**src/hdl/assert_macros.svh**
```systemverilog
// Assertion helpers shared by the RTL files.
// Every check is sampled on clk_i and is off while rst_ni is low.
`ifndef ASSERT_MACROS_SVH
`define ASSERT_MACROS_SVH

// Checks a property on every clock edge.
`define ASSERT_CLK(label, prop, msg) \
  label: assert property (@(posedge clk_i) disable iff (!rst_ni) (prop)) else $error(msg);

// When the antecedent holds, checks the consequent in the same cycle.
`define ASSERT_IMPL(label, ante, cons, msg) \
  label: assert property (@(posedge clk_i) disable iff (!rst_ni) (ante) |-> (cons)) \
    else $error(msg);

`endif

```
**src/hdl/cfp_pkg.sv**
```systemverilog
`default_nettype none
// ----------------------------------------------------------------------------
// cfp_pkg
// Types and constants shared by the colon header fragment parser modules.
// ----------------------------------------------------------------------------
package cfp_pkg;

  // Largest legal size field; the 11-bit data_size field is sized for it
  localparam int MAX_DATA_BYTES = 1024;

  // Result kinds
  localparam logic [1:0] KIND_NAME = 2'd0;
  localparam logic [1:0] KIND_HDR  = 2'd1;
  localparam logic [1:0] KIND_DATA = 2'd2;
  localparam logic [1:0] KIND_ERR  = 2'd3;

  localparam logic [7:0] COLON_CHAR = 8'h3A;
  localparam logic [7:0] DIGIT_LO   = 8'h30;
  localparam logic [7:0] DIGIT_HI   = 8'h39;

  // Input word
  typedef struct packed {
    logic [7:0] in_byte;
    logic       first_byte;
  } cfp_in_t;

  // Result word
  typedef struct packed {
    logic [1:0]  kind;
    logic [7:0]  out_byte;
    logic [15:0] total_frags;
    logic [15:0] frag_number;
    logic [10:0] data_size;
    logic        last;
  } cfp_out_t;

  // Input register toward the parser
  typedef struct packed {
    logic    vld;
    cfp_in_t word;
  } cfp_stage_t;

  // Parser result toward the output register
  typedef struct packed {
    logic     vld;
    cfp_out_t word;
  } cfp_res_t;

endpackage
`default_nettype wire

```
**src/hdl/cfp_in_reg.sv**
```systemverilog
`default_nettype none
// ----------------------------------------------------------------------------
// cfp_in_reg
// Input register: holds one word until the parser takes it.
// ----------------------------------------------------------------------------
module cfp_in_reg (
  input  wire                 clk_i,
  input  wire                 rst_ni,
  input  wire                 in_valid_i,
  input  cfp_pkg::cfp_in_t    in_word_i,
  output logic                in_stall_o,
  input  wire                 advance_i,
  output cfp_pkg::cfp_stage_t stage_o
);
  import cfp_pkg::*;

  logic    vld_q, vld_d;
  cfp_in_t word_q;
  logic    load;

  assign in_stall_o = vld_q && !advance_i;
  assign load       = in_valid_i && !in_stall_o;

  always_comb begin
    vld_d = vld_q;
    if (load) begin
      vld_d = 1'b1;
    end else if (advance_i) begin
      vld_d = 1'b0;
    end
  end

  always_ff @(posedge clk_i or negedge rst_ni) begin
    if (!rst_ni) begin
      vld_q <= 1'b0;
    end else begin
      vld_q <= vld_d;
    end
  end

  always_ff @(posedge clk_i) begin
    if (load) begin
      word_q <= in_word_i;
    end
  end

  assign stage_o.vld  = vld_q;
  assign stage_o.word = word_q;

endmodule
`default_nettype wire

```
**src/hdl/cfp_parse.sv**
```systemverilog
`default_nettype none
// ----------------------------------------------------------------------------
// cfp_parse
// Parser state machine: field accumulators, byte position and data count.
// ----------------------------------------------------------------------------
module cfp_parse #(
  parameter int MAX_MSG_BYTES = 1024
) (
  input  wire                 clk_i,
  input  wire                 rst_ni,
  input  cfp_pkg::cfp_stage_t stage_i,
  input  wire                 advance_i,
  output cfp_pkg::cfp_res_t   res_o
);
  import cfp_pkg::*;

  localparam int PW = $clog2(MAX_MSG_BYTES + 1);
  localparam int SW = $clog2(MAX_DATA_BYTES + 2);
  localparam logic [PW-1:0] POS_MAX   = PW'(MAX_MSG_BYTES);
  localparam logic [SW-1:0] SIZE_MAX  = SW'(MAX_DATA_BYTES);
  localparam logic [SW-1:0] SIZE_CAP  = SW'(MAX_DATA_BYTES + 1);
  localparam logic [15:0]   NUM_CAP   = 16'hFFFF;

  typedef enum logic [2:0] {
    PH_TOTAL = 3'd0,
    PH_FRAG  = 3'd1,
    PH_SIZE  = 3'd2,
    PH_NAME  = 3'd3,
    PH_DATA  = 3'd4,
    PH_DONE  = 3'd5
  } phase_e;

  phase_e        phase_q, phase_d, phase_s;
  logic          digits_q, digits_d, digits_s;
  logic [15:0]   total_q, total_d, total_s;
  logic [15:0]   frag_q, frag_d, frag_s;
  logic [SW-1:0] size_q, size_d, size_s;
  logic [SW-1:0] left_q, left_d, left_s, left_dec;
  logic [PW-1:0] pos_q, pos_d, pos_s;

  logic [7:0]    b;
  logic          is_colon, is_digit;
  logic [3:0]    digit;
  logic [19:0]   num_src, num_x10;
  logic [15:0]   num_sat;
  logic [SW+3:0] size_x10;
  logic [SW-1:0] size_sat;
  cfp_res_t      res;

  assign b        = stage_i.word.in_byte;
  assign is_colon = (b == COLON_CHAR);
  assign is_digit = (b >= DIGIT_LO) && (b <= DIGIT_HI);
  assign digit    = b[3:0];

  always_comb begin
    // Start values: a first byte restarts the parser
    phase_s  = phase_q;
    digits_s = digits_q;
    total_s  = total_q;
    frag_s   = frag_q;
    size_s   = size_q;
    left_s   = left_q;
    pos_s    = pos_q;
    if (stage_i.word.first_byte) begin
      phase_s  = PH_TOTAL;
      digits_s = 1'b0;
      total_s  = '0;
      frag_s   = '0;
      size_s   = '0;
      left_s   = '0;
      pos_s    = '0;
    end
  end

  // acc * 10 + digit, saturating; one shared path for the two 16-bit fields
  always_comb begin
    num_src  = (phase_s == PH_TOTAL) ? {4'd0, total_s} : {4'd0, frag_s};
    num_x10  = (num_src << 3) + (num_src << 1) + {16'd0, digit};
    num_sat  = (num_x10 > {4'd0, NUM_CAP}) ? NUM_CAP : num_x10[15:0];
    size_x10 = ({4'd0, size_s} << 3) + ({4'd0, size_s} << 1) + (SW+4)'(digit);
    size_sat = (size_x10 > {4'd0, SIZE_CAP}) ? SIZE_CAP : size_x10[SW-1:0];
    left_dec = (left_s != '0) ? left_s - 1'b1 : '0;
  end

  always_comb begin
    phase_d  = phase_s;
    digits_d = digits_s;
    total_d  = total_s;
    frag_d   = frag_s;
    size_d   = size_s;
    left_d   = left_s;
    pos_d    = pos_s;
    res      = '0;

    if (phase_s != PH_DONE) begin
      if (pos_s != POS_MAX) begin
        pos_d = pos_s + 1'b1;
      end
    end

    if (phase_s != PH_DONE && pos_s == POS_MAX) begin
      // message bound reached before completion
      phase_d       = PH_DONE;
      res.vld       = 1'b1;
      res.word.kind = KIND_ERR;
      res.word.last = 1'b1;
    end else begin
      unique case (phase_s) inside
        PH_TOTAL, PH_FRAG, PH_SIZE: begin
          if (is_colon) begin
            if (phase_s == PH_SIZE && size_s > SIZE_MAX) begin
              phase_d       = PH_DONE;
              res.vld       = 1'b1;
              res.word.kind = KIND_ERR;
              res.word.last = 1'b1;
            end else begin
              phase_d  = (phase_s == PH_TOTAL) ? PH_FRAG :
                         (phase_s == PH_FRAG)  ? PH_SIZE : PH_NAME;
              digits_d = 1'b0;
            end
          end else if (is_digit && !digits_s) begin
            if (phase_s == PH_TOTAL) begin
              total_d = num_sat;
            end else if (phase_s == PH_FRAG) begin
              frag_d = num_sat;
            end else begin
              size_d = size_sat;
            end
          end else begin
            digits_d = 1'b1;
          end
        end
        PH_NAME: begin
          res.vld = 1'b1;
          if (is_colon) begin
            res.word.kind        = KIND_HDR;
            res.word.total_frags = total_s;
            res.word.frag_number = frag_s;
            res.word.data_size   = 11'(size_s);
            res.word.last        = (size_s == '0);
            if (size_s == '0) begin
              phase_d = PH_DONE;
            end else begin
              phase_d = PH_DATA;
              left_d  = size_s;
            end
          end else begin
            res.word.kind     = KIND_NAME;
            res.word.out_byte = b;
          end
        end
        PH_DATA: begin
          left_d            = left_dec;
          res.vld           = 1'b1;
          res.word.kind     = KIND_DATA;
          res.word.out_byte = b;
          if (left_dec == '0) begin
            phase_d       = PH_DONE;
            res.word.last = 1'b1;
          end
        end
        default: begin
          // done: bytes are dropped until the next first byte
        end
      endcase
    end

    res.vld = res.vld && stage_i.vld;
  end

  always_ff @(posedge clk_i or negedge rst_ni) begin
    if (!rst_ni) begin
      phase_q  <= PH_TOTAL;
      digits_q <= 1'b0;
      total_q  <= '0;
      frag_q   <= '0;
      size_q   <= '0;
      left_q   <= '0;
      pos_q    <= '0;
    end else if (advance_i) begin
      phase_q  <= phase_d;
      digits_q <= digits_d;
      total_q  <= total_d;
      frag_q   <= frag_d;
      size_q   <= size_d;
      left_q   <= left_d;
      pos_q    <= pos_d;
    end
  end

  assign res_o = res;

endmodule
`default_nettype wire

```
**src/hdl/colon_header_fragment_parser_unit.sv**
```systemverilog
`default_nettype none
// Throughput: one word per cycle while the receiver does not stall the output register.
// One parser pass per byte (multiply by ten, compare); results are held in the output register.
// Bytes that produce no result (numeric fields, colons, dropped bytes) leave no output word.
// Reset: rst_ni asynchronous, active low; clears both valid bits and the parser state.
// ----------------------------------------------------------------------------
// colon_header_fragment_parser_unit
// Parses total:frag:size:filename:data messages byte by byte and emits
// filename bytes, a header word, data bytes and format errors.
// ----------------------------------------------------------------------------
`include "assert_macros.svh"

module colon_header_fragment_parser_unit #(
  parameter int MAX_MSG_BYTES  = 1024
) (
  input  wire               clk_i,
  input  wire               rst_ni,
  input  wire               in_valid_i,
  output logic              in_stall_o,
  input  cfp_pkg::cfp_in_t  in_word_i,
  output logic              out_valid_o,
  input  wire               out_stall_i,
  output cfp_pkg::cfp_out_t out_word_o
);
  import cfp_pkg::*;

  cfp_stage_t stage;
  cfp_res_t   res;
  logic       advance;
  logic       out_vld_q, out_vld_d;
  cfp_out_t   out_q;
  logic       out_load;

  // The parser takes the held word whenever the output register is free
  // or is being emptied this cycle; a word without a result still advances.
  assign advance  = stage.vld && (!out_vld_q || !out_stall_i);
  assign out_load = advance && res.vld;

  cfp_in_reg u_in_reg (
    .clk_i      (clk_i),
    .rst_ni     (rst_ni),
    .in_valid_i (in_valid_i),
    .in_word_i  (in_word_i),
    .in_stall_o (in_stall_o),
    .advance_i  (advance),
    .stage_o    (stage)
  );

  cfp_parse #(
    .MAX_MSG_BYTES  (MAX_MSG_BYTES)
  ) u_parse (
    .clk_i     (clk_i),
    .rst_ni    (rst_ni),
    .stage_i   (stage),
    .advance_i (advance),
    .res_o     (res)
  );

  // Output register: holds a result until the receiver takes it
  always_comb begin
    out_vld_d = out_vld_q && out_stall_i;
    if (out_load) begin
      out_vld_d = 1'b1;
    end
  end

  always_ff @(posedge clk_i or negedge rst_ni) begin
    if (!rst_ni) begin
      out_vld_q <= 1'b0;
    end else begin
      out_vld_q <= out_vld_d;
    end
  end

  always_ff @(posedge clk_i) begin
    if (out_load) begin
      out_q <= res.word;
    end
  end

  assign out_valid_o = out_vld_q;
  assign out_word_o  = out_q;

  // Input side only stalls while a word is held that cannot move on
  `ASSERT_IMPL(a_stall_needs_word, in_stall_o, stage.vld && out_vld_q && out_stall_i,
    "input stalled without a blocked word")
  // A result produced by the parser shows up at the output the next cycle
  `ASSERT_CLK(a_result_lands, out_load |=> out_valid_o,
    "parser result not presented")
  // Error words carry only the last flag
  `ASSERT_IMPL(a_error_word, out_valid_o && out_word_o.kind == KIND_ERR,
    out_word_o.last && out_word_o.out_byte == '0 && out_word_o.data_size == '0,
    "malformed error word")

endmodule
`default_nettype wire

```
**config.mk**
```make
export PLATFORM = sky130hd
export DESIGN_NAME = colon_header_fragment_parser_unit
export DESIGN_NICKNAME = d
export VERILOG_FILES = /design/src/hdl/cfp_pkg.sv /design/src/hdl/cfp_in_reg.sv /design/src/hdl/cfp_parse.sv /design/src/hdl/colon_header_fragment_parser_unit.sv
export VERILOG_INCLUDE_DIRS = /design/src /design/src/hdl
export SDC_FILE = /design/constraint.sdc
export NUM_CORES = 1
export LEC_CHECK = 0
export ABC_AREA = 1
export BUFFER_PORTS_ARGS = -buffer_cell sky130_fd_sc_hd__buf_4
export CORE_MARGIN = 5
export CORE_UTILIZATION = 38
export CTS_CLUSTER_SIZE = 10
export DETAILED_ROUTE_END_ITERATION = 12
export GPL_TIMING_DRIVEN = 0
export PLACE_DENSITY = 0.54
export RECOVER_POWER = 100
export SYNTH_ARGS = -nofsm -noshare
export SYNTH_HDL_FRONTEND = slang
export SYNTH_HIERARCHICAL = 1
export SYNTH_SLANG_ARGS = --single-unit
```
**constraint.sdc**
```tcl
create_clock -name clk_i -period 9.9 [get_ports clk_i]
set_input_delay 0.495 -clock clk_i [delete_from_list [all_inputs] [get_ports clk_i]]
set_output_delay 0.495 -clock clk_i [all_outputs]
set_load 0.01 [all_outputs]
```
After elaboration in Yosys (flattened, before gate mapping). Index checks and enable logic that the tools add are counted.

Equality and inequality tests: 8. $lt $le $gt $ge: 5. Bitwise gates (word level): 2. Reductions and logical operators: 23. Multiplexer cells: 63. $add $sub $neg: 6.

Operators with widths (number): 16-bit 2-to-1 mux (15); 11-bit 2-to-1 mux (16); 3-bit 2-to-1 mux (10); 11-bit logical NOT (2); 11-bit case mux with 2 select lines (1); 20-bit adder (1); 20-bit by 4-bit adder with 20-bit output (1); 20-bit by 16-bit > comparator with 1-bit output (second input constant) (1); 3-bit case mux with 3 select lines (2); 1-bit 2-to-1 mux (16); 8-bit case mux with 2 select lines (1); 14-bit by 12-bit adder with 15-bit output (1); 15-bit by 4-bit adder with 15-bit output (1); 15-bit by 11-bit > comparator with 1-bit output (second input constant) (1); 11-bit by 1-bit adder with 11-bit output (second input constant) (1); 11-bit equality test (second input constant) (1); 11-bit > comparator (second input constant) (1); 11-bit != test (second input constant) (1); 11-bit nonzero test (1); 11-bit by 1-bit subtractor with 11-bit output (second input constant) (1); 1-bit logical AND (10); 8-bit by 6-bit equality test with 1-bit output (second input constant) (1); 8-bit by 6-bit >= comparator with 1-bit output (second input constant) (1); 8-bit by 6-bit less-or-equal comparator with 1-bit output (second input constant) (1); other kinds (12) (19).

Register bits after elaboration: 134. Logic and storage cells: 124. Output and inout bits: 56.

Logic depth before layout (Yosys ltp). Gate-level depths: netlist of run 1.

Depth in word-level cells: 13. Depth in mapped cells: 26. Gate-level depth less buffers: 25.

By module. Netlist of run 1, hierarchy kept.

Modules (own cells, without submodules): cfp_parse (sequential area each 1726.7 um^2, area an instance 7292.0 um^2, cells an instance 1199, instances 1); colon_header_fragment_parser_unit (sequential area each 1646.6 um^2, area an instance 1685.4 um^2, cells an instance 62, instances 1); cfp_in_reg (sequential area each 295.3 um^2, area an instance 335.3 um^2, cells an instance 17, instances 1).

Worst setup path after synthesis of run 1. No wires, ideal clock.

Path kind: reg-to-reg. Start point: register u_in_reg.word_q (netlist bit u_in_reg/stage_o[0]). End point: register out_q (netlist bit out_word_o[0]) (enable). Stages on the path, launching flop included: 15. Library setup time: 0.423 ns. Clock period less this slack: 3.986 ns. Path buffers: 3. Arrival time: 3.564 ns. Path slack: 5.914 ns. Data required time: 9.477 ns. Path through: edfxtp_1 > buf_2 > buf_1 > nor2_1 > inv_1 > ha_1 > nand3_1 > nor4_2 > nand3_2 > clkbuf_1 > nand3_1 > o21ai_0 > inv_1 > inv_1 > nor2_2.

RTL lines: start: declaration (line cfp_in_reg.sv:18) `cfp_in_t word_q;`; start signal: assignment (line cfp_in_reg.sv:43) `word_q <= in_word_i;`; end signal: assignment (line colon_header_fragment_parser_unit.sv:77) `out_q <= res.word;`; end: declaration (line colon_header_fragment_parser_unit.sv:31) `cfp_out_t out_q;`.

==> results of run 1 <==
## per-layer routing
| layer | global-route usage | routed length [microns] | vias up |
|---|---|---|---|
| li1 | - | - | 4336 |
| met1 | 0.2753 | 13300 | 4103 |
| met2 | 0.3379 | 13370 | 227 |
| met3 | 0.03603 | 1500 | 26 |
| met4 | 0.05123 | 390 | 0 |
| met5 | 0 | 0 | - |
## through the flow
stage	area [sq um]	setup slack, ns	util
final	10510	2.879	0.4333
after CTS	10840	4.451	0.4469
after detailed placement	10250	4.508	0.4229
after global placement	10230	4.169	0.4218
after global routing	10510	2.373	0.4333
after floorplan	9313	5.914	-
## logic make-up (layout without fill, tap and decap cells)
kind of cell / Yosys count / in the layout / share of synthesized area
buf+inv: 204 / 305 / 0.08478
flops: 134 / 134 / 0.3939
fa+ha+maj: 59 / 59 / 0.08249
compound gates: 191 / 191 / 0.1130
xor+xnor: 26 / 26 / 0.02445
simple gates: 664 / 664 / 0.3014
## area by class of cell
cell class,count,area [sq um]
Buffer,44,173.9
Clock buffer,18,429.2
Tap cell,324,405.4
Inverter,160,600.6
Clock inverter,14,152.6
Timing Repair Buffer,69,300.3
Multi-Input combinational cell,940,4776
Fill cell,2596,13740
Sequential cell,134,3669
## synth_stat cells (5+ instances only)
master,n
inv_2,8
o21ai_0,55
nor2_2,5
clkbuf_1,31
nor2_1,135
dfrtp_1,71
a31oi_1,8
nand3_2,8
inv_1,150
o21ai_1,7
a22oi_1,6
edfxtp_1,63
ha_1,55
xor2_1,12
nand3_1,64
nand2_2,6
nand2_1,392
a21oi_1,92
xnor2_1,14
buf_2,10
nand4_1,18
nor3_1,18
nand3b_1,7
## path summary, 6_finish.rpt
check	from	to	slack [ns]	cells past startpoint
max in group asynchronous	rst_ni	out_valid_o$_DFF_PN0_	6.00	1
min in group asynchronous	rst_ni	u_parse/pos_q[7]$_DFFE_PN0P_	1.54	1
setup reg to reg	u_in_reg/stage_o[0]$_DFFE_PP_	out_word_o[16]$_DFFE_PP_	2.88	15
hold / removal	in_word_i[4]	u_in_reg/stage_o[4]$_DFFE_PP_	0.26	1
hold reg to reg	u_parse/total_q[6]$_DFFE_PN0P_	u_parse/total_q[6]$_DFFE_PN0P_	0.48	2
setup / recovery	u_in_reg/stage_o[0]$_DFFE_PP_	out_word_o[16]$_DFFE_PP_	2.88	15
## power breakdown
| group | leakage [nW] | internal, mW | switching (mW) | total (mW) |
|---|---|---|---|---|
| logic | 3.37 | 0.441 | 1.00 | 1.44 |
| clock network | 0.269 | 0.373 | 0.262 | 0.636 |
| registers | 1.50 | 0.756 | 0.0742 | 0.830 |
| total | 5.14 | 1.57 | 1.34 | 2.91 |
## flip-flops by register name, summed over array words and instances (netlist names)
| signal | flops |
|---|---|
| u_parse/frag_q | 16 |
| u_parse/pos_q | 11 |
| u_parse/phase_q | 3 |
| out_valid_o | 1 |
| u_parse/digits_q | 1 |
| u_parse/size_q | 11 |
| u_in_reg/stage_o | 9 |
| u_in_reg/vld_q | 1 |
| out_word_o | 54 |
| u_parse/total_q | 16 |
| u_parse/left_q | 11 |
## worst max-delay path, stage by stage (launching register included)
cell and delay (ns):
edfxtp_1 0.51, clkbuf_1 0.58, clkbuf_1 0.45, nor2_1 0.15, inv_1 0.08, ha_1 0.15
nand3_1 0.07, nor4_1 0.30, nand3_1 0.44, clkbuf_1 0.39, nand3_1 0.20, o21ai_0 0.09
inv_1 0.06, inv_1 0.04, nor2_1 1.91, clkbuf_1 1.17
==> metrics.cfg, run 1 <==
[cts]
post-cts-setup-buffers = 0
cts_resized = 0
clockRootBuffer = clkbuf_16
cts_tree = yes
cts_buffers = 17
cts_max_level = 4
clock-sinks = 134
ctsHoldBuffers = 0
clk_latency_ns = 0.43
cts.reportedPaths.clkPinSlew_ns = 0.07
cts_buffer_depth = 2

[synth]
synthesis.nets = 1350
ys.warnings.count = 6
yosys_most_used_dff = dfrtp_1
async_flop_share = 0.5299
syn-cell-area_sq_mm = 0.009313
synth-edff-count = 63
postSynthCellCount = 1278
synth_cell_types = 48
yosysTopAreaCellShare = 0.2031
synth-seq-cells = 134
syn_area_per_cell_sq_um = 7.287
synth_top_area_cell = edfxtp_1
netlist_top_cells_area = edfxtp_1 20%, dfrtp_1 19%, nand2_1 16%
ys_seq_area_frac = 0.3939

[timing]
tightest_slew_ns = 4.196
max_freq_mhz = 142.4
hold_viol = 0
skew_ns = 0.01232
relSlewSlack = -1.797
fin_crit_sh = 0.7092
hold_ws_ns = 0.2606
layout_min_cycle_time_ns = 7.021
slew_viol_final = 101
setup_viol_count_final = 0
fin_tns_setup_ns = 0
rsz0062_at_grt = no

[detailed_routing]
vias = 8692
wl_per_cell_microns = 16.77
postRouteAntennaNets = 0
drtIter0Drc = 709
first_pass_iters = 7
via_per_inst = 5.104
drc_errors = 0
drt-total-wl_microns = 28560

[cells_and_area]
final_common_cell = nand2_1
nets = 1438
n_antenna_cell = 0
fin_cells = 1703
drive_gt1_frac = 0.04859
layout_common_cells = 395 x nand2_1, 153 x inv_1, 136 x nor2_1, 96 x clkbuf_1, 94 x a21oi_1
area_growth_pct = 12.82

[die]
dieArea_sq_mm = 0.02774
core_sq_mm = 0.02425
rows = 57
die_h_microns = 166.5
start_util = 0.3841
ios = 69
die_x_microns = 166.5

[power]
power_mw = 2.908
cellLeakagePower_nw = 5.136
peakVddDrop_mv = 0.1012
power.density_mw_per_mm2 = 276.8

[status]
status = complete, but fails checks
violations = capacitance limit, slew limit

[min_path]
hold_class = input port to flop

[place]
place_hpwl_microns = 21480
placed_cells = 1671
place_congestion = 0.8936
numPortBuffers = 68

[grt]
grt_start_max_net_pins = 72
overflow = 0
grt_use_total = 0.2029
grt_pass1_wl_microns = 45060
grt_pass1_vias = 8314
antenna_found_initial = 0

[setup_path]
cp.required_ns = 9.92
critical_path_arrival_ns = 7.04
worst-path-max-fanout = 28
crit_type = flop to flop
start_kind = flop
cp-end-kind = flop

[flow_run]
drv_cap = 2

Power figures use the tool's default switching activity.
==> inputs of run 2 (changes only) <==
==> constraint.sdc (replaced) <==
create_clock -name clk_i -period 6.92 [get_ports clk_i]
set_input_delay 0.346 -clock clk_i [delete_from_list [all_inputs] [get_ports clk_i]]
set_output_delay 0.346 -clock clk_i [all_outputs]
set_load 0.01 [all_outputs]
==> run 2 against run 1 <==
Net effect: the run still ends with capacitance limit, slew limit left; final cell count stayed put; final area is 0.25% higher; register-to-register slack worse by 1.7 ns; hold slack worse by 0.15 ns; global-route usage stayed put; clock skew hardly changed; critical endpoint is now u_parse/total_q[13]$_DFFE_PN0P_; largest cell class unchanged; highest routed layer unchanged.
==> metrics.cfg, run 2 (synthesis gave the netlist of run 1 again) <==
[cells_and_area]
multi_input_area_sq_mm = 0.004778  ; about the same
area_growth_pct = 13.10
drive_gt1_frac = 0.05076  ; +0.002175
largest_reg_flops = 54  ; unchanged
final_common_cell = nand2_1
ff_latch_area_sq_mm = 0.003669  ; unchanged
nFillCells = 2590  ; -0.23%
n_antenna_cell = 0  ; unchanged
layout_common_cells = 395 x nand2_1, 153 x inv_1, 135 x nor2_1, 94 x clkbuf_1, 94 x a21oi_1
nets = 1438  ; unchanged

[timing]
layout_min_cycle_time_ns = 5.784  ; -1.238 ns
max_freq_mhz = 172.9  ; +21%
hold_viol = 0  ; unchanged
fin_crit_sh = 0.8358  ; +0.1266
tightest_slew_ns = 4.198  ; +0.002900 ns
rsz0062_at_grt = no
relSlewSlack = -1.799  ; -0.001940
slew_viol_final = 100  ; -0.99%
setup_viol_count_final = 0  ; unchanged
fin_tns_setup_ns = 0  ; unchanged
skew_ns = 0.01247  ; +0.0001511 ns

[power]
cellLeakagePower_nw = 5.148  ; +0.23%
power_mw = 4.173  ; +44%
power.density_mw_per_mm2 = 396.2  ; +43%
peakVddDrop_mv = 0.1449  ; +43%

[detailed_routing]
drt-total-wl_microns = 28590  ; about the same
via_per_inst = 5.119  ; +0.29%
drtIter0Drc = 685  ; -3.4%
wl_per_cell_microns = 16.79  ; about the same
drc_errors = 0  ; unchanged
first_pass_iters = 5  ; -2
vias = 8717  ; +0.29%
postRouteAntennaNets = 0  ; unchanged

[grt]
grt_pass1_vias = 8314  ; unchanged
antenna_found_initial = 0  ; unchanged
grt_use_total = 0.2029  ; unchanged
overflow = 0  ; unchanged
grt_pass1_wl_microns = 45060  ; unchanged
grt_start_max_net_pins = 72  ; unchanged

[cts]
cts_tree = yes
post-cts-setup-buffers = 0  ; unchanged
cts.reportedPaths.clkPinSlew_ns = 0.07  ; about the same
cts_max_level = 4  ; unchanged
clockRootBuffer = clkbuf_16
clock-sinks = 134  ; unchanged
cts_buffers = 17  ; unchanged
ctsHoldBuffers = 0  ; unchanged
cts_buffer_depth = 2  ; unchanged
cts_resized = 0  ; unchanged
clk_latency_ns = 0.43  ; about the same

[die]
rows = 57  ; unchanged
ios = 69  ; unchanged
dieArea_sq_mm = 0.02774  ; unchanged
core_sq_mm = 0.02425  ; unchanged
die_h_microns = 166.5  ; unchanged
start_util = 0.3841  ; unchanged
die_x_microns = 166.5  ; unchanged

[place]
place_congestion = 0.8936  ; unchanged
numPortBuffers = 68  ; unchanged
place_hpwl_microns = 21480  ; unchanged

[setup_path]
worst-path-max-fanout = 10  ; -64%
cp_slowest_stage_delay_ns = 0.61  ; -1.30 ns
cp_slowest_cell = clkbuf_1
crit_type = flop to flop
cp-end-kind = flop
critical_path_arrival_ns = 6.08  ; -0.96 ns
crit_top_cell = nand2_1
start_kind = flop
cp_cell_sequence = inv_1 -> clkbuf_1 -> clkbuf_1 -> nand2_1 -> o21ai_0 -> inv_1 -> fa_1 -> inv_1 -> fa_1 -> nand2_1 -> nand3_1 -> nand3_1 -> nand2_1 -> nand2_1 -> nand2_1 -> nand2_1 -> nand2_1 -> a21oi_1 -> buf_6 -> nand3_1 -> o21ai_0 -> nand2_1
cp.required_ns = 7.22  ; -2.70 ns

[status]
status = complete, but fails checks
violations = capacitance limit, slew limit

[flow_run]
drv_cap = 2  ; unchanged

[min_path]
hold_class = input port to flop

## run 2: final timing paths
| kind | start | to | slack [ns] | depth (start not counted) |
|---|---|---|---|---|
| min in group asynchronous | rst_ni | u_parse/pos_q[7]$_DFFE_PN0P_ | 1.39 | 1 |
| worst max register to register | u_in_reg/stage_o[0]$_DFFE_PP_ | u_parse/total_q[13]$_DFFE_PN0P_ | 1.14 | 22 |
| worst min register to register | u_parse/total_q[6]$_DFFE_PN0P_ | u_parse/total_q[6]$_DFFE_PN0P_ | 0.48 | 2 |
| max in group asynchronous | rst_ni | out_valid_o$_DFF_PN0_ | 3.16 | 1 |
| worst max-delay path | u_in_reg/stage_o[0]$_DFFE_PP_ | u_parse/total_q[13]$_DFFE_PN0P_ | 1.14 | 22 |
| worst min-delay path | in_word_i[5] | u_in_reg/stage_o[5]$_DFFE_PP_ | 0.11 | 1 |
## run 2: layer usage
| metal | vias to the layer above | track usage | part of all wire |
|---|---|---|---|
| li1 | 4339 | - | - |
| met1 | 4071 | 0.2753 | 0.46 |
| met2 | 275 | 0.3379 | 0.47 |
| met3 | 32 | 0.03603 | 0.059 |
| met4 | 0 | 0.05123 | 0.016 |
| met5 | - | 0 | 0 |
## run 2: cell type report
type / instances / share of cell area
Multi-Input combinational cell: 940 / 0.4537
Sequential cell: 134 / 0.3483
Inverter: 160 / 0.05702
Clock buffer: 18 / 0.04075
Tap cell: 324 / 0.03849
Timing Repair Buffer: 69 / 0.03005
Buffer: 44 / 0.01722
Clock inverter: 14 / 0.01449
## run 2: worst max-delay path: cells and delay by family, from the launching register on
family          cells  cell delay (ns)
fa+ha+maj           2             0.98
compound gates      3             1.21
flops               1             0.51
buf+inv             6             1.79
simple gates       11             1.16
## run 2: through the flow
| stage | utilization | area (sq um) | hold slack [ns] | cells | setup WS (ns) |
|---|---|---|---|---|---|
| 2_1_floorplan | - | 9313 | 0.05041 | 1278 | 2.934 |
| 3_3_place_gp | 0.4218 | 10230 | 0.4614 | 1670 | 1.189 |
| 3_5_place_dp | 0.4229 | 10250 | 0.4657 | 1671 | 1.528 |
| 4_1_cts | 0.4469 | 10840 | 0.07460 | 1703 | 1.471 |
| 5_1_grt | 0.4344 | 10530 | 0.09546 | 1703 | 0.7719 |
| 6_report | 0.4344 | 10530 | 0.1116 | 1703 | 1.136 |
## run 2: power breakdown
part	switching [mW]	internal, mW	leakage [nW]
sequential	0.106	1.08	1.50
combinational	1.44	0.641	3.38
clock	0.377	0.534	0.269
==> inputs of run 3 (changes only) <==
--- a/config.mk
+++ b/config.mk
@@ -13,7 +13,7 @@
 export CTS_CLUSTER_SIZE = 10
 export DETAILED_ROUTE_END_ITERATION = 12
 export GPL_TIMING_DRIVEN = 0
-export PLACE_DENSITY = 0.54
+export PLACE_DENSITY = 0.56
 export RECOVER_POWER = 100
 export SYNTH_ARGS = -nofsm -noshare
 export SYNTH_HDL_FRONTEND = slang
==> constraint.sdc (replaced) <==
create_clock -name clk_i -period 5.1 [get_ports clk_i]
set_input_delay 0.255 -clock clk_i [delete_from_list [all_inputs] [get_ports clk_i]]
set_output_delay 0.255 -clock clk_i [all_outputs]
set_load 0.01 [all_outputs]
==> run 3 against run 2 <==
Net effect: the run still ends with capacitance limit, slew limit left; final cell count rose by 0.47%; die area did not move; sequential power rose by 36%; final area rose by 0.67%; maximum frequency rose by 20%; global-route usage fell by 0.069 points; flip-flop and latch count did not move; core utilization rose by 0.29 points; worst setup slack got worse by 0.84 ns; critical endpoint is now u_parse/frag_q[11]$_DFFE_PN0P_; largest cell class unchanged; highest routed layer unchanged.
==> metrics.cfg, run 3 (synthesis gave the netlist of run 1 again) <==
[cells_and_area]
n_antenna_cell = 0  ; unchanged
area_growth_pct = 13.85
fin_cells = 1711  ; +0.47%
layout_common_cells = 395 x nand2_1, 152 x inv_1, 135 x nor2_1, 93 x a21oi_1, 90 x clkbuf_1
drive_gt1_frac = 0.05479  ; +0.004033
largest_reg_flops = 54  ; unchanged
nets = 1446  ; +0.56%
stdcell_area_sq_mm = 0.01060  ; +0.67%
nFillCells = 2618  ; +1.1%
final_common_cell = nand2_1

[timing]
setup_viol_count_final = 0  ; unchanged
rsz0062_at_grt = no
tightest_slew_ns = 4.101  ; -0.09713 ns
skew_ns = 0.02466  ; +0.01218 ns
relSlewSlack = -1.734  ; +0.06475
hold_viol = 0  ; unchanged
fin_crit_sh = 0.9421  ; +0.1063
slew_viol_final = 72  ; -28%
max_freq_mhz = 208.1  ; +20%
layout_min_cycle_time_ns = 4.805  ; -0.9791 ns

[detailed_routing]
drt-total-wl_microns = 28410  ; -0.63%
first_pass_iters = 6  ; +1
via_per_inst = 5.095  ; -0.46%
postRouteAntennaNets = 0  ; unchanged
wl_per_cell_microns = 16.60  ; -1.1%
vias = 8718  ; +0.011%
drc_errors = 0  ; unchanged
drtIter0Drc = 753  ; +9.9%

[power]
pwr-share-clk = 0.205  ; -0.013
p_seq_frac = 0.288  ; +0.004
p_int_mw = 2.967  ; +32%
sw_frac_of_total = 0.4671  ; +0.007232
power.density_mw_per_mm2 = 525.2  ; +33%
peakVddDrop_mv = 0.2393  ; +65%
cellLeakagePower_nw = 5.184  ; +0.70%
combPwrFrac = 0.507  ; +0.009
p_sw_mw = 2.601  ; +36%

[die]
die_x_microns = 166.5  ; unchanged
core_sq_mm = 0.02425  ; unchanged
rows = 57  ; unchanged
die_h_microns = 166.5  ; unchanged
dieArea_sq_mm = 0.02774  ; unchanged
ios = 69  ; unchanged
start_util = 0.3841  ; unchanged

[setup_path]
r2r-start = u_in_reg/stage_o[0]$_DFFE_PP_
cp-end-kind = flop
cp.required_ns = 5.38  ; -1.84 ns
ff2ff_setup_slack_ns = 0.30  ; -0.84 ns
critical_path_arrival_ns = 5.08  ; -1.00 ns
start_kind = flop
rr_endpoint = u_parse/frag_q[11]$_DFFE_PN0P_
rr_worst_depth = 21  ; -4.5%
worst-path-max-fanout = 15  ; +5
crit_type = flop to flop

[grt]
grt_pass1_vias = 8241  ; -0.88%
grt_pass1_wl_microns = 44800  ; -0.57%
overflow = 0  ; unchanged
grt_use_total = 0.2022  ; -0.0006925
antenna_found_initial = 0  ; unchanged
grt_start_max_net_pins = 72  ; unchanged
busiest_layer = met2
use_met1 = 0.2733  ; -0.001960
grtUsageMet3 = 0.04693  ; +0.01090
grtUsageMet2 = 0.3314  ; -0.006543

[place]
place_hpwl_microns = 21620  ; +0.63%
placed_cells = 1671  ; unchanged
numPortBuffers = 68  ; unchanged
place_congestion = 0.9108  ; +1.9%
placed_area_sq_mm = 0.01025  ; unchanged

[cts]
clock-sinks = 134  ; unchanged
cts_buffers = 17  ; unchanged
cts_tree = yes
clockRootBuffer = clkbuf_16
cts.reportedPaths.clkPinSlew_ns = 0.07  ; about the same
cts_buffer_depth = 2  ; unchanged
cts_max_level = 4  ; unchanged
clk_latency_ns = 0.43  ; about the same

[min_path]
hold_class = input port to flop
min_from = in_valid_i
worstHoldEndpoint = u_in_reg/vld_q$_DFFE_PN0P_
min_path_cells = 3  ; +2

[status]
violations = capacitance limit, slew limit
status = complete, but fails checks

[flow_run]
drv_cap = 1  ; -1

-- run 3: layer usage --
metal / part of all wire / up-vias
met2: 0.47 / 270
met5: 0 / -
met3: 0.061 / 24
li1: - / 4362
met1: 0.46 / 4062
met4: 0.014 / 0
-- run 3: worst max path at each step --
| stage | slack, ns | cells past startpoint | startpoint | end |
|---|---|---|---|---|
| 2_1_floorplan | 1.11 | 14 | u_in_reg/stage_o[0]$_DFFE_PP_ | out_word_o[0]$_DFFE_PP_ |
| 3_3_place_gp | -0.55 | 14 | u_in_reg/stage_o[0]$_DFFE_PP_ | out_word_o[17]$_DFFE_PP_ |
| 3_5_place_dp | -0.39 | 24 | u_in_reg/stage_o[0]$_DFFE_PP_ | u_parse/total_q[11]$_DFFE_PN0P_ |
| 4_1_cts | 0.21 | 22 | u_in_reg/stage_o[0]$_DFFE_PP_ | u_parse/total_q[11]$_DFFE_PN0P_ |
| 5_1_grt | 0.01 | 15 | u_in_reg/stage_o[0]$_DFFE_PP_ | out_word_o[41]$_DFFE_PP_ |
| 6_report | 0.30 | 21 | u_in_reg/stage_o[0]$_DFFE_PP_ | u_parse/frag_q[11]$_DFFE_PN0P_ |
-- run 3: through the flow --
stage	worst slack, ns	TNS [ns]	hold WS [ns]	total power [mW]	utilization
detailed placement	-0.3900	-7.084	0.4345	4.525	0.4229
global placement	-0.5452	-35.88	0.4343	4.499	0.4218
finish	0.2954	0	0.04771	5.569	0.4373
floorplan	1.114	0	-0.04059	3.646	-
global route	0.01025	0	0.04976	6.007	0.4373
CTS	0.2128	0	0.01428	5.696	0.4489
-- run 3: final cells by class --
cell class | instances | area, sq um | share of cell area
Multi-Input combinational cell | 940 | 4806 | 0.4533
Sequential cell | 134 | 3669 | 0.3460
Inverter | 160 | 600.6 | 0.05664
Clock buffer | 17 | 425.4 | 0.04012
Tap cell | 324 | 405.4 | 0.03823
Timing Repair Buffer | 78 | 397.9 | 0.03753
Buffer | 43 | 180.2 | 0.01699
Clock inverter | 15 | 118.9 | 0.01121
-- run 3: power groups by stage --
stage / sequential, mW / clock [mW] / combinational, mW
global route: 1.64 / 1.23 / 3.14
CTS: 1.60 / 1.17 / 2.92
global placement: 1.63 / 0 / 2.87
detailed placement: 1.62 / 0 / 2.90
finish: 1.61 / 1.14 / 2.82
floorplan: 1.64 / 0 / 2.01
-- run 3: worst max-delay path, cell delays in order, from the launching register on --
cell      delay [ns]
edfxtp_1        0.50
inv_2           0.33
clkbuf_2        0.38
nand2_1         0.23
o21ai_0         0.31
inv_1           0.10
fa_1            0.48
inv_1           0.07
fa_1            0.53
nand2_1         0.10
nand3_1         0.11
nand3b_1        0.10
nand2_1         0.11
nand2_1         0.10
nand2_1         0.05
nand2_1         0.06
nand2_1         0.08
nor2_4          0.24
clkbuf_2        0.29
nand3_1         0.20
o21ai_0         0.19
o21ai_1         0.08
-- run 3: repair_timing --
item	in CTS	in global routing
buffers inserted	0	0
hold endpoints to repair	9	0
pin swaps	0	0
setup endpoints to repair	32	9
hold buffers	9	0
gates resized for setup	1	4
